**src/hdl/atrsp_pkg.sv**
```systemverilog
// types, constants and helpers of the at response parser
// no dependencies
package atrsp_pkg;

    localparam int MAX_LINES    = 8;
    localparam int MAX_LINE_LEN = 64;
    localparam int LINE_W       = 4;
    localparam int SLOT_W       = 3;
    localparam int COL_W        = 6;
    localparam int SNUM_W       = 5;

    localparam logic [7:0] CH_CR   = 8'h0D;
    localparam logic [7:0] CH_LF   = 8'h0A;
    localparam logic [7:0] CH_O    = 8'h4F;
    localparam logic [7:0] CH_K    = 8'h4B;
    localparam logic [7:0] CH_E    = 8'h45;
    localparam logic [7:0] CH_R    = 8'h52;
    localparam logic [7:0] CH_PLUS = 8'h2B;

    localparam logic [LINE_W-1:0] LINE_LIMIT = LINE_W'(MAX_LINES);
    localparam logic [COL_W-1:0]  COL_LIMIT  = COL_W'(MAX_LINE_LEN - 1);

    typedef enum logic [2:0] {
        ST_CONSUMED  = 3'd0,
        ST_REJECT    = 3'd1,
        ST_OK_DONE   = 3'd2,
        ST_AFTER_OK  = 3'd3,
        ST_AFTER_ERR = 3'd4,
        ST_OVERFLOW  = 3'd5
    } t_status;

    typedef enum logic [18:0] {
        P_CR0   = 19'b0000000000000000001,
        P_LF0   = 19'b0000000000000000010,
        P_HEAD  = 19'b0000000000000000100,
        P_OK_K  = 19'b0000000000000001000,
        P_OK_CR = 19'b0000000000000010000,
        P_OK_LF = 19'b0000000000000100000,
        P_OK_TL = 19'b0000000000001000000,
        P_E_R1  = 19'b0000000000010000000,
        P_E_R2  = 19'b0000000000100000000,
        P_E_O   = 19'b0000000001000000000,
        P_E_R3  = 19'b0000000010000000000,
        P_E_CR  = 19'b0000000100000000000,
        P_E_LF  = 19'b0000001000000000000,
        P_E_TL  = 19'b0000010000000000000,
        P_TEXT  = 19'b0000100000000000000,
        P_T_LF  = 19'b0001000000000000000,
        P_T_NX  = 19'b0010000000000000000,
        P_T_CR  = 19'b0100000000000000000,
        P_T_HD  = 19'b1000000000000000000
    } t_pstate;

    typedef struct packed {
        t_pstate           pstate;
        logic [LINE_W-1:0] line_total;
        logic [COL_W-1:0]  column_index;
    } t_ctx;

    // packed so that status lands in the lowest bits
    typedef struct packed {
        logic [7:0]        store_byte;
        logic [COL_W-1:0]  store_col;
        logic [SLOT_W-1:0] store_line;
        logic              store_write;
        logic [SNUM_W-1:0] reject_state;
        logic [LINE_W-1:0] lines_done;
        logic              ok_flag;
        t_status           status;
    } t_result;

    function automatic logic [SNUM_W-1:0] state_num(input t_pstate s);
        logic [SNUM_W-1:0] n;
        n = '0;
        unique case (s)
            P_CR0:   n = 5'd1;
            P_LF0:   n = 5'd2;
            P_HEAD:  n = 5'd3;
            P_OK_K:  n = 5'd4;
            P_OK_CR: n = 5'd5;
            P_OK_LF: n = 5'd6;
            P_OK_TL: n = 5'd7;
            P_E_R1:  n = 5'd8;
            P_E_R2:  n = 5'd9;
            P_E_O:   n = 5'd10;
            P_E_R3:  n = 5'd11;
            P_E_CR:  n = 5'd12;
            P_E_LF:  n = 5'd13;
            P_E_TL:  n = 5'd14;
            P_TEXT:  n = 5'd15;
            P_T_LF:  n = 5'd17;
            P_T_NX:  n = 5'd18;
            P_T_CR:  n = 5'd19;
            P_T_HD:  n = 5'd20;
            default: n = '0;
        endcase
        return n;
    endfunction

endpackage

```
**src/hdl/atrsp_next.sv**
```systemverilog
// next parser context and result for one received byte
// depends on atrsp_pkg
module atrsp_next (
    input  logic [7:0]        i_byte,
    input  atrsp_pkg::t_ctx   i_ctx,
    output atrsp_pkg::t_ctx   o_ctx,
    output atrsp_pkg::t_result o_res
);

    logic                          fail;
    logic                          count;
    logic [atrsp_pkg::LINE_W-1:0]  counted;

    assign counted = (i_ctx.line_total < atrsp_pkg::LINE_LIMIT) ?
                     i_ctx.line_total + 1'b1 : i_ctx.line_total;

    always_comb begin
        o_ctx = i_ctx;
        fail  = 1'b0;
        count = 1'b0;
        o_res = '0;
        o_res.status = atrsp_pkg::ST_CONSUMED;
        unique case (i_ctx.pstate)
            atrsp_pkg::P_CR0: begin
                if (i_byte == atrsp_pkg::CH_CR) o_ctx.pstate = atrsp_pkg::P_LF0;
                else fail = 1'b1;
            end
            atrsp_pkg::P_LF0: begin
                if (i_byte == atrsp_pkg::CH_LF) o_ctx.pstate = atrsp_pkg::P_HEAD;
                else fail = 1'b1;
            end
            atrsp_pkg::P_HEAD: begin
                priority if (i_byte == atrsp_pkg::CH_O) o_ctx.pstate = atrsp_pkg::P_OK_K;
                else if (i_byte == atrsp_pkg::CH_E) o_ctx.pstate = atrsp_pkg::P_E_R1;
                else if (i_byte == atrsp_pkg::CH_PLUS) o_ctx.pstate = atrsp_pkg::P_TEXT;
                else fail = 1'b1;
            end
            atrsp_pkg::P_OK_K: begin
                if (i_byte == atrsp_pkg::CH_K) o_ctx.pstate = atrsp_pkg::P_OK_CR;
                else fail = 1'b1;
            end
            atrsp_pkg::P_OK_CR: begin
                if (i_byte == atrsp_pkg::CH_CR) o_ctx.pstate = atrsp_pkg::P_OK_LF;
                else fail = 1'b1;
            end
            atrsp_pkg::P_OK_LF: begin
                if (i_byte == atrsp_pkg::CH_LF) begin
                    o_ctx.pstate  = atrsp_pkg::P_OK_TL;
                    o_res.ok_flag = 1'b1;
                    count         = 1'b1;
                    o_res.status  = atrsp_pkg::ST_OK_DONE;
                end else begin
                    fail = 1'b1;
                end
            end
            atrsp_pkg::P_OK_TL: begin
                o_ctx.pstate = atrsp_pkg::P_CR0;
                o_res.status = atrsp_pkg::ST_AFTER_OK;
            end
            atrsp_pkg::P_E_R1: begin
                if (i_byte == atrsp_pkg::CH_R) o_ctx.pstate = atrsp_pkg::P_E_R2;
                else fail = 1'b1;
            end
            atrsp_pkg::P_E_R2: begin
                if (i_byte == atrsp_pkg::CH_R) o_ctx.pstate = atrsp_pkg::P_E_O;
                else fail = 1'b1;
            end
            atrsp_pkg::P_E_O: begin
                if (i_byte == atrsp_pkg::CH_O) o_ctx.pstate = atrsp_pkg::P_E_R3;
                else fail = 1'b1;
            end
            atrsp_pkg::P_E_R3: begin
                if (i_byte == atrsp_pkg::CH_R) begin
                    o_ctx.pstate     = atrsp_pkg::P_E_CR;
                    o_ctx.line_total = '0;
                end else begin
                    fail = 1'b1;
                end
            end
            atrsp_pkg::P_E_CR: begin
                if (i_byte == atrsp_pkg::CH_CR) o_ctx.pstate = atrsp_pkg::P_E_LF;
                else fail = 1'b1;
            end
            atrsp_pkg::P_E_LF: begin
                if (i_byte == atrsp_pkg::CH_LF) o_ctx.pstate = atrsp_pkg::P_E_TL;
                else fail = 1'b1;
            end
            atrsp_pkg::P_E_TL: begin
                o_ctx.pstate = atrsp_pkg::P_CR0;
                o_res.status = atrsp_pkg::ST_AFTER_ERR;
            end
            atrsp_pkg::P_TEXT: begin
                priority if (i_byte != atrsp_pkg::CH_CR) begin
                    if (i_ctx.line_total >= atrsp_pkg::LINE_LIMIT ||
                        i_ctx.column_index >= atrsp_pkg::COL_LIMIT) begin
                        o_res.status = atrsp_pkg::ST_OVERFLOW;
                    end else begin
                        o_res.store_write  = 1'b1;
                        o_res.store_line   = i_ctx.line_total[atrsp_pkg::SLOT_W-1:0];
                        o_res.store_col    = i_ctx.column_index;
                        o_res.store_byte   = i_byte;
                        o_ctx.column_index = i_ctx.column_index + 1'b1;
                    end
                end else if (i_ctx.column_index != '0) begin
                    o_res.store_write  = 1'b1;
                    o_res.store_line   = i_ctx.line_total[atrsp_pkg::SLOT_W-1:0];
                    o_res.store_col    = i_ctx.column_index;
                    o_ctx.column_index = '0;
                    o_ctx.pstate       = atrsp_pkg::P_T_LF;
                end else begin
                    fail = 1'b1;
                end
            end
            atrsp_pkg::P_T_LF: begin
                if (i_byte == atrsp_pkg::CH_LF) begin
                    count         = 1'b1;
                    o_res.ok_flag = 1'b1;
                    o_ctx.pstate  = atrsp_pkg::P_T_NX;
                end else begin
                    fail = 1'b1;
                end
            end
            atrsp_pkg::P_T_NX: begin
                priority if (i_byte == atrsp_pkg::CH_PLUS) o_ctx.pstate = atrsp_pkg::P_TEXT;
                else if (i_byte == atrsp_pkg::CH_CR) o_ctx.pstate = atrsp_pkg::P_T_CR;
                else fail = 1'b1;
            end
            atrsp_pkg::P_T_CR: begin
                if (i_byte == atrsp_pkg::CH_LF) o_ctx.pstate = atrsp_pkg::P_T_HD;
                else fail = 1'b1;
            end
            atrsp_pkg::P_T_HD: begin
                priority if (i_byte == atrsp_pkg::CH_O) o_ctx.pstate = atrsp_pkg::P_OK_K;
                else if (i_byte == atrsp_pkg::CH_E) o_ctx.pstate = atrsp_pkg::P_E_R1;
                else fail = 1'b1;
            end
            default: begin
                o_ctx.pstate = atrsp_pkg::P_CR0;
            end
        endcase

        if (count) begin
            o_ctx.line_total = counted;
        end

        // a rejected byte leaves the whole context untouched
        if (fail) begin
            o_ctx              = i_ctx;
            o_res              = '0;
            o_res.status       = atrsp_pkg::ST_REJECT;
            o_res.reject_state = atrsp_pkg::state_num(i_ctx.pstate);
        end

        o_res.lines_done = o_ctx.line_total;
    end

endmodule

```
**src/hdl/at_response_parser.sv**
```systemverilog
// at response parser top level: input register, parse step, result register
// depends on atrsp_pkg and atrsp_next
//
// channel   dir  width  fields (lsb first)
// s_axis    in   8      byte_in
// m_axis    out  32     status, ok_flag, lines_done, reject_state, store_write,
//                       store_line, store_col, store_byte, one pad bit
//
// one byte per cycle sustained while the output is not stalled; a byte moves
// from the input register into the result register, which drives the output
// the parse context is updated when a byte moves into the result register
// a stalled result holds while the input register still takes one more byte
// synchronous active-low reset returns to awaiting the first cr, count zero
module at_response_parser (
    input  logic        i_clk,
    input  logic        i_rst_n,
    input  logic        i_s_tvalid,
    output logic        o_s_tready,
    input  logic [7:0]  i_s_tdata,   // byte_in
    output logic        o_m_tvalid,
    input  logic        i_m_tready,
    output logic [31:0] o_m_tdata    // status, ok_flag, lines_done, reject_state,
                                     // store_write, store_line, store_col, store_byte
);

    logic                r_in_valid;
    logic [7:0]          r_in_byte;
    logic                r_out_valid;
    atrsp_pkg::t_result  r_res;
    atrsp_pkg::t_ctx     r_ctx;

    atrsp_pkg::t_ctx     n_ctx;
    atrsp_pkg::t_result  n_res;

    logic out_free;
    logic advance;
    logic take;

    assign out_free   = !r_out_valid || i_m_tready;
    assign advance    = r_in_valid && out_free;
    assign o_s_tready = !r_in_valid || advance;
    assign take       = i_s_tvalid && o_s_tready;

    atrsp_next u_next (
        .i_byte (r_in_byte),
        .i_ctx  (r_ctx),
        .o_ctx  (n_ctx),
        .o_res  (n_res)
    );

    always_ff @(posedge i_clk) begin
        if (!i_rst_n) begin
            r_in_valid  <= 1'b0;
            r_out_valid <= 1'b0;
            r_ctx.pstate       <= atrsp_pkg::P_CR0;
            r_ctx.line_total   <= '0;
            r_ctx.column_index <= '0;
        end else begin
            if (take) begin
                r_in_valid <= 1'b1;
            end else if (advance) begin
                r_in_valid <= 1'b0;
            end
            if (advance) begin
                r_out_valid <= 1'b1;
                r_ctx       <= n_ctx;
            end else if (i_m_tready) begin
                r_out_valid <= 1'b0;
            end
        end
    end

    always_ff @(posedge i_clk) begin
        if (take) begin
            r_in_byte <= i_s_tdata;
        end
        if (advance) begin
            r_res <= n_res;
        end
    end

    assign o_m_tvalid = r_out_valid;
    assign o_m_tdata  = {1'b0, r_res};

endmodule

```
**config.mk**
```make
export PLATFORM = sky130hd
export DESIGN_NAME = at_response_parser
export DESIGN_NICKNAME = d
export VERILOG_FILES = /design/src/hdl/atrsp_pkg.sv /design/src/hdl/atrsp_next.sv /design/src/hdl/at_response_parser.sv
export SDC_FILE = /design/constraint.sdc
export NUM_CORES = 1
export LEC_CHECK = 0
export BUFFER_PORTS_ARGS = -buffer_cell sky130_fd_sc_hd__buf_4
export CORE_ASPECT_RATIO = 0.8
export CORE_MARGIN = 2
export CORE_UTILIZATION = 40
export CTS_BUF_LIST = sky130_fd_sc_hd__clkbuf_8
export CTS_CLUSTER_DIAMETER = 200
export DETAILED_ROUTE_END_ITERATION = 12
export PLACE_DENSITY = 0.58
export SYNTH_ARGS = -nofsm -noshare
export SYNTH_HDL_FRONTEND = slang
export SYNTH_SLANG_ARGS = --single-unit
```
**constraint.sdc**
```tcl
create_clock -name i_clk -period 2.75 [get_ports i_clk]
set_clock_uncertainty 0.2 [all_clocks]
set_input_delay 0.4125 -clock i_clk [delete_from_list [all_inputs] [get_ports i_clk]]
set_output_delay 0.4125 -clock i_clk [all_outputs]
set_load 0.1 [all_outputs]
```
; ---- Yosys cells after proc, flatten, opt, wreduce, memory -nomap -nowiden
; Index checks and enable logic that the tools add are counted.
; W data, S select, Z words.
[word_totals]
elab_cells = 147
output_inout_bits = 34
ff_bits = 70
[classes]
reduce_logical = 19
n_mux = 60
bitwise = 3
magnitude_cmp = 3
add_sub_neg = 2
eq_ne = 46
[op_table]
columns = operator, n
row1 = $mux W19, 21
row2 = $pmux W19 S17, 1
row3 = $pmux W5 S19, 1
row4 = $mux W10, 4
row5 = $eq A8 B7 Y1 const B, 4
row6 = $ne A2 B1 Y1 const B, 14
row7 = $mux W6, 4
row8 = $mux W23, 1
row9 = $reduce_and A20 Y1, 1
row10 = $eq A19 B1 Y1 const B, 1
row11 = $eq A19 B10 Y1 const B, 1
row12 = $eq A19 B11 Y1 const B, 1
row13 = $eq A19 B12 Y1 const B, 1
row14 = $eq A19 B13 Y1 const B, 1
row15 = $eq A19 B14 Y1 const B, 1
row16 = $eq A19 B15 Y1 const B, 1
row17 = $eq A19 B16 Y1 const B, 1
row18 = $eq A19 B17 Y1 const B, 1
row19 = $eq A19 B18 Y1 const B, 1
row20 = $eq A19 B19 Y1 const B, 1
row21 = $eq A19 B2 Y1 const B, 1
row22 = $eq A19 B3 Y1 const B, 1
row23 = $eq A19 B4 Y1 const B, 1
row24 = $eq A19 B5 Y1 const B, 1
row25 = 32 further kinds, 67

; ---- Longest topological paths before layout
[depth]
depth_word = 7
ltp_mapped = 11
ltp_nobuf = 9

; ---- Modules after synthesis
; From an unflattened synthesis, not the netlist that was laid out.
[unflattened]
hier_cells = 451
hier_area_um2 = 4139.0
[by_module_without_submodules]
columns = mod, area_per_inst_um2, cells_each, instances, seq_area_each_um2
row1 = at_response_parser, 2432.3, 177, 1, 1791.7
row2 = atrsp_next, 1706.6, 274, 1, 0.0

; ---- Worst setup path before layout
; OpenSTA, ideal clock, no wires.
[synth_timing]
kind = reg-to-reg
start = reg r_out_valid (netlist: o_m_tvalid)
end = reg r_ctx[14] (netlist name)
arrival_ns = 3.087
slack_ns = -0.607
period_less_slack_ns = 3.357
n_path_buf = 1
path_stages_with_launch = 8
cell_sequence = dfxtp_1 > nor2b_1 > nand2b_1 > clkinv_1 > o21ai_0 > clkbuf_1 > o21ai_0 > a21oi_1
[synth_between]
elab_chain_cells = 4
[synth_rtl]
columns = element, line
row1 = start: declaration, at_response_parser.sv:28  ; logic r_out_valid;
row2 = start signal: assignment, at_response_parser.sv:54  ; r_out_valid <= 1'b0;
row3 = start signal: assignment, at_response_parser.sv:65  ; r_out_valid <= 1'b1;
row4 = start signal: assignment, at_response_parser.sv:68  ; r_out_valid <= 1'b0;
row5 = $logic_not A1 Y1, at_response_parser.sv:39  ; assign out_free = !r_out_valid || i_m_tready;
row6 = $logic_or A1 B1 Y1, at_response_parser.sv:39
row7 = $logic_and A1 B1 Y1, at_response_parser.sv:40  ; assign advance = r_in_valid && out_free;
row8 = via advance, at_response_parser.sv:36  ; logic advance;
row9 = $reduce_and A20 Y1 (no source line), n/a
row10 = end signal: assignment, at_response_parser.sv:66  ; r_ctx <= n_ctx;
row11 = end: declaration, at_response_parser.sv:30  ; atrsp_pkg::t_ctx r_ctx;
; The timed path passes the listed nets, and every way through them passes these cells.
; A chain may end at the register's enable or synchronous reset.

; ---- Worst setup path in the final report
[layout_timing]
start = reg r_in_byte[0]
end = reg r_ctx[26] (netlist name)
[layout_between]
elab_chain_cells = 7
[layout_rtl]
columns = element, line
row1 = start: declaration, at_response_parser.sv:27  ; logic [7:0] r_in_byte;
row2 = start signal: assignment, at_response_parser.sv:75  ; r_in_byte <= i_s_tdata;
row3 = $eq A8 B6 Y1, "atrsp_next.sv:35, atrsp_next.sv:124"
row4 = $mux W1, atrsp_next.sv:35  ; else if (i_byte == atrsp_pkg::CH_PLUS) o_ctx.pstate = atrsp_pkg::P_TEXT;
row5 = $mux W1, atrsp_next.sv:34  ; else if (i_byte == atrsp_pkg::CH_E) o_ctx.pstate = atrsp_pkg::P_E_R1;
row6 = $mux W1, atrsp_next.sv:33  ; priority if (i_byte == atrsp_pkg::CH_O) o_ctx.pstate = atrsp_pkg::P_OK_K;
row7 = $pmux W1 S9, atrsp_next.sv:23  ; unique case (i_ctx.pstate)
row8 = $not A1 Y1 (no source line), n/a
row9 = $reduce_and A20 Y1 (no source line), n/a
; Parallel ways exist; a longest one is shown, timed or not.

==> results.py <==
metrics = {
    "outcome": {
        "outcome": "finished, violations left",
        "violations": "negative setup slack",
    },
    "worst_setup_path": {
        "cp_max_fo": 5,
        "rr_startpoint": "r_in_byte[0]",
        "required_ns": 2.76,
        "worstPathCellList": "buf_6, nand4b_1, nor4_2, buf_4, buf_6, nor4_2, a41oi_1, o2111ai_2, a221o_1, buf_6, o211ai_1, o31ai_2",
        "worstSetupEndpointType": "register",
        "arrival_ns": 2.94,
        "start_kind": "register",
        "worstSetupPathType": "reg -> reg",
        "path_common_cell": "buf_6",
        "startpoint": "r_in_byte[0]",
        "crit_slowest_cell": "edfxtp_1",
        "slowest_delay_ns": 0.43,
    },
    "logic_synthesis": {
        "yosysUniqueCellTypes": 59,
        "ys_async_sr_fraction_pct": 0,
        "ys_ff_latch": 70,
        "synth_compound_area_share_pct": 12.9,
        "synth_mux_area_share_pct": 2.25,
        "avgSynthCellArea_um2": 9.51,
        "synthAdderAreaFrac_pct": 1.33,
        "synth_edf_count": 39,
        "syn_inst": 397,
        "synth_top_family_by_area": "simple AND/OR/NAND/NOR gates",
        "synth_fp_nets": 413,
        "synthXorXnorAreaFrac_pct": 0.696,
        "synth_ff_type": "edfxtp_1",
        "ys_seq_area_share_pct": 47.4,
        "ys_warn_count": 0,
        "synth-simple-area-share_pct": 32.3,
        "syn_area_um2": 3780,
    },
    "cells_and_area": {
        "design_area_um2": 5630,
        "fill_cells": 765,
        "syn2layout_area_growth_pct": 49.2,
        "layout.nets": 568,
        "final-seq-area_um2": 1810,
        "drive_above_1_share_pct": 46.7,
        "diodes": 0,
        "multiInputGateArea_um2": 2200,
    },
    "power_and_ir_drop": {
        "power_leakage_nw": 2.20,
        "vdd_drop_max_mv": 0.277,
        "power_density_nw_per_um2": 399,
        "power.total_mw": 2.25,
    },
    "hold_path": {
        "worstHoldStart": "i_s_tdata[6]",
        "hold_path.class": "in -> reg",
    },
    "clocking": {
        "path_clk_slew_ns": 0.08,
        "clock-sinks": 70,
        "clk_latency_ns": 0.35,
        "cts_buffer_depth": 2,
        "numCtsBuffers": 9,
        "cts_tree": "done",
        "cts-root-buf": "clkbuf_8",
        "htreeDepth": 3,
    },
    "floorplanning": {
        "die_area_um2": 10200,
        "io_pins": 46,
        "placementRows": 31,
        "coreArea_um2": 9110,
        "initial_core_util_pct": 41.4,
        "dieHeight_um": 90.9,
        "dieWidth_um": 113,
    },
    "global_routing": {
        "grtUsageTotal_pct": 21.5,
        "grt-ovfl-total": 0,
        "grt_pass1_vias": 3304,
        "grt_max_degree": 23,
        "antenna_found_initial": 0,
        "grt_pass1_wl_mm": 17.3,
    },
    "drt": {
        "wirelength_mm": 11.7,
        "drt-initial-drc-count": 266,
        "drc": 0,
        "firstDrtPassIters": 5,
        "avgViaCountPerCell": 5.46,
        "detail_route.wl_per_cell_um": 17.4,
        "vias": 3667,
        "ant_nets": 0,
    },
    "placed_design": {
        "post_dp_cell_area_um2": 4910,
        "place_hpwl_mm": 8.47,
        "place_congestion": 0.995,
        "io_buffer_count": 44,
        "pre_cts_ws_ns": -0.216,
    },
    "timing": {
        "fmax_mhz": 342,
        "finalCriticalPeriod_ns": 2.93,
        "tightest_slew_ns": 0.624,
        "hold_violations": 0,
        "slew_violations": 0,
        "rsz0062_at_grt": "yes",
        "slew-limit-headroom_pct": 57.8,
        "setup_ws_ns": -0.177,
        "timing.final.crit_share_pct": 106,
        "setup_viol": 23,
    },
    "run": {
        "cap_violations": 0,
    },
}
-- flip-flops by register name, indices dropped and copies added (netlist names) --
signal and count:
o_m_tdata 31, r_ctx 29, r_in_byte 8, o_m_tvalid 1
r_in_valid 1
-- what timing repair did --
action / 4_1_cts / 5_1_grt
hold buffers: 0 / 0
buffers inserted: 16 / 9
pin swaps: 15 / 29
cloned: 0 / 1
resized for setup: 22 / 71
setup endpoints to repair: 29 / 40
-- cell type report --
type / instances / share of cell area [%]
clock buffer: 9 / 2.20
clock inverter: 7 / 1.18
inverter: 9 / 0.622
multi-input combinational: 302 / 39.1
sequential: 70 / 32.1
tap: 115 / 2.55
timing repair buffer: 160 / 22.3
-- critical path, delay by kind of cell (launching register included) --
family	cells	cell delay, ns
AND/OR/NAND/NOR	3	0.47
flip-flops	1	0.43
AO/OA/AOI/OAI	5	1.12
buffers and inverters	4	0.56
-- path summary, 6_finish.rpt --
path / end / slack (ns) / depth (start not counted)
max: r_ctx[26] / -0.18 / 12
min: r_in_byte[6] / 0.03 / 1
max reg2reg: r_ctx[26] / -0.18 / 12
min reg2reg: r_ctx[1] / 0.30 / 2
-- stage by stage --
stage	setup TNS, ns	hold slack [ns]	cells	utilization (%)
2_1_floorplan	0	0.257	397	-
3_3_place_gp	-1.92	0.279	632	53.9
3_5_place_dp	-1.99	0.294	632	53.9
4_1_cts	-0.796	0.0280	662	58.1
5_1_grt	-5.88	0.0221	672	61.8
6_report	-2.40	0.0337	672	61.8
-- layer usage --
layer / vias to the layer above / GRT usage [%] / share of wire (%)
met5: - / 0 / 0
met4: 0 / 5.79 / 1.5
met3: 15 / 4.56 / 6.4
met2: 125 / 32.3 / 44
met1: 1725 / 31.4 / 48
li1: 1802 / - / -
-- report_power, final --
| group | internal, mW | switching, mW |
|---|---|---|
| registers | 1.13 | 0.0129 |
| logic | 0.0711 | 0.214 |
| clock network | 0.412 | 0.408 |
-- cells in the mapped netlist, types with 3 or more instances --
master    number  area [um2]
and2_1        18         113
nor2b_1        5        31.3
edfxtp_1      39        1170
nor4_1        10        62.6
nand2_1       26        97.6
nand4b_1       4        35.0
nor4_4         4        85.1
o31ai_1        4        30.0
nand2b_1      11        68.8
nand4_1        4        25.0
nor3_1        23         115
or3_1          6        37.5
mux2i_1        4        40.0
nand3_1       21         105
a21oi_1       26         130
o21ai_0       27         135
nor2_1        40         150
clkbuf_1      10        37.5
or2_2          3        18.8
inv_1          8        30.0
mux2_2         4        45.0
dfxtp_1       31         621
ha_1           4        50.1
nand3b_1       3        22.5
or4_1          8        60.1
o41ai_1        4        35.0
a31oi_1        5        31.3
or4b_1         5        50.1
-- placed cells by master, fill, tap and decap left out, types with 5 or more instances in the layout --
cell type,Yosys,layout
nand3_2,1,7
or4_4,0,5
nor3_1,23,21
nand2_1,26,22
a21oi_1,26,16
dfxtp_2,0,13
edfxtp_1,39,39
a21oi_2,0,10
clkbuf_8,0,9
buf_6,1,12
or3_1,6,5
and2_1,18,18
nor2b_1,5,5
dfxtp_1,31,18
nand3_1,21,14
o21ai_1,0,8
o21ai_0,27,17
nor2_1,40,39
or4b_4,0,7
buf_4,2,147
inv_1,8,9
nor4_4,4,7
nand2b_1,11,11
-- logic make-up (layout without fill, tap and decap cells) --
group	after synthesis	in the layout
other	1	1
AOI/OAI and AO/OA	80	80
adders and majority gates	4	4
xor gates and xnor gates	3	3
and+or+nand+nor	206	206
DFF	70	70
buffers and inverters	25	185
muxes	8	8
(Power assumes the default switching activity.)
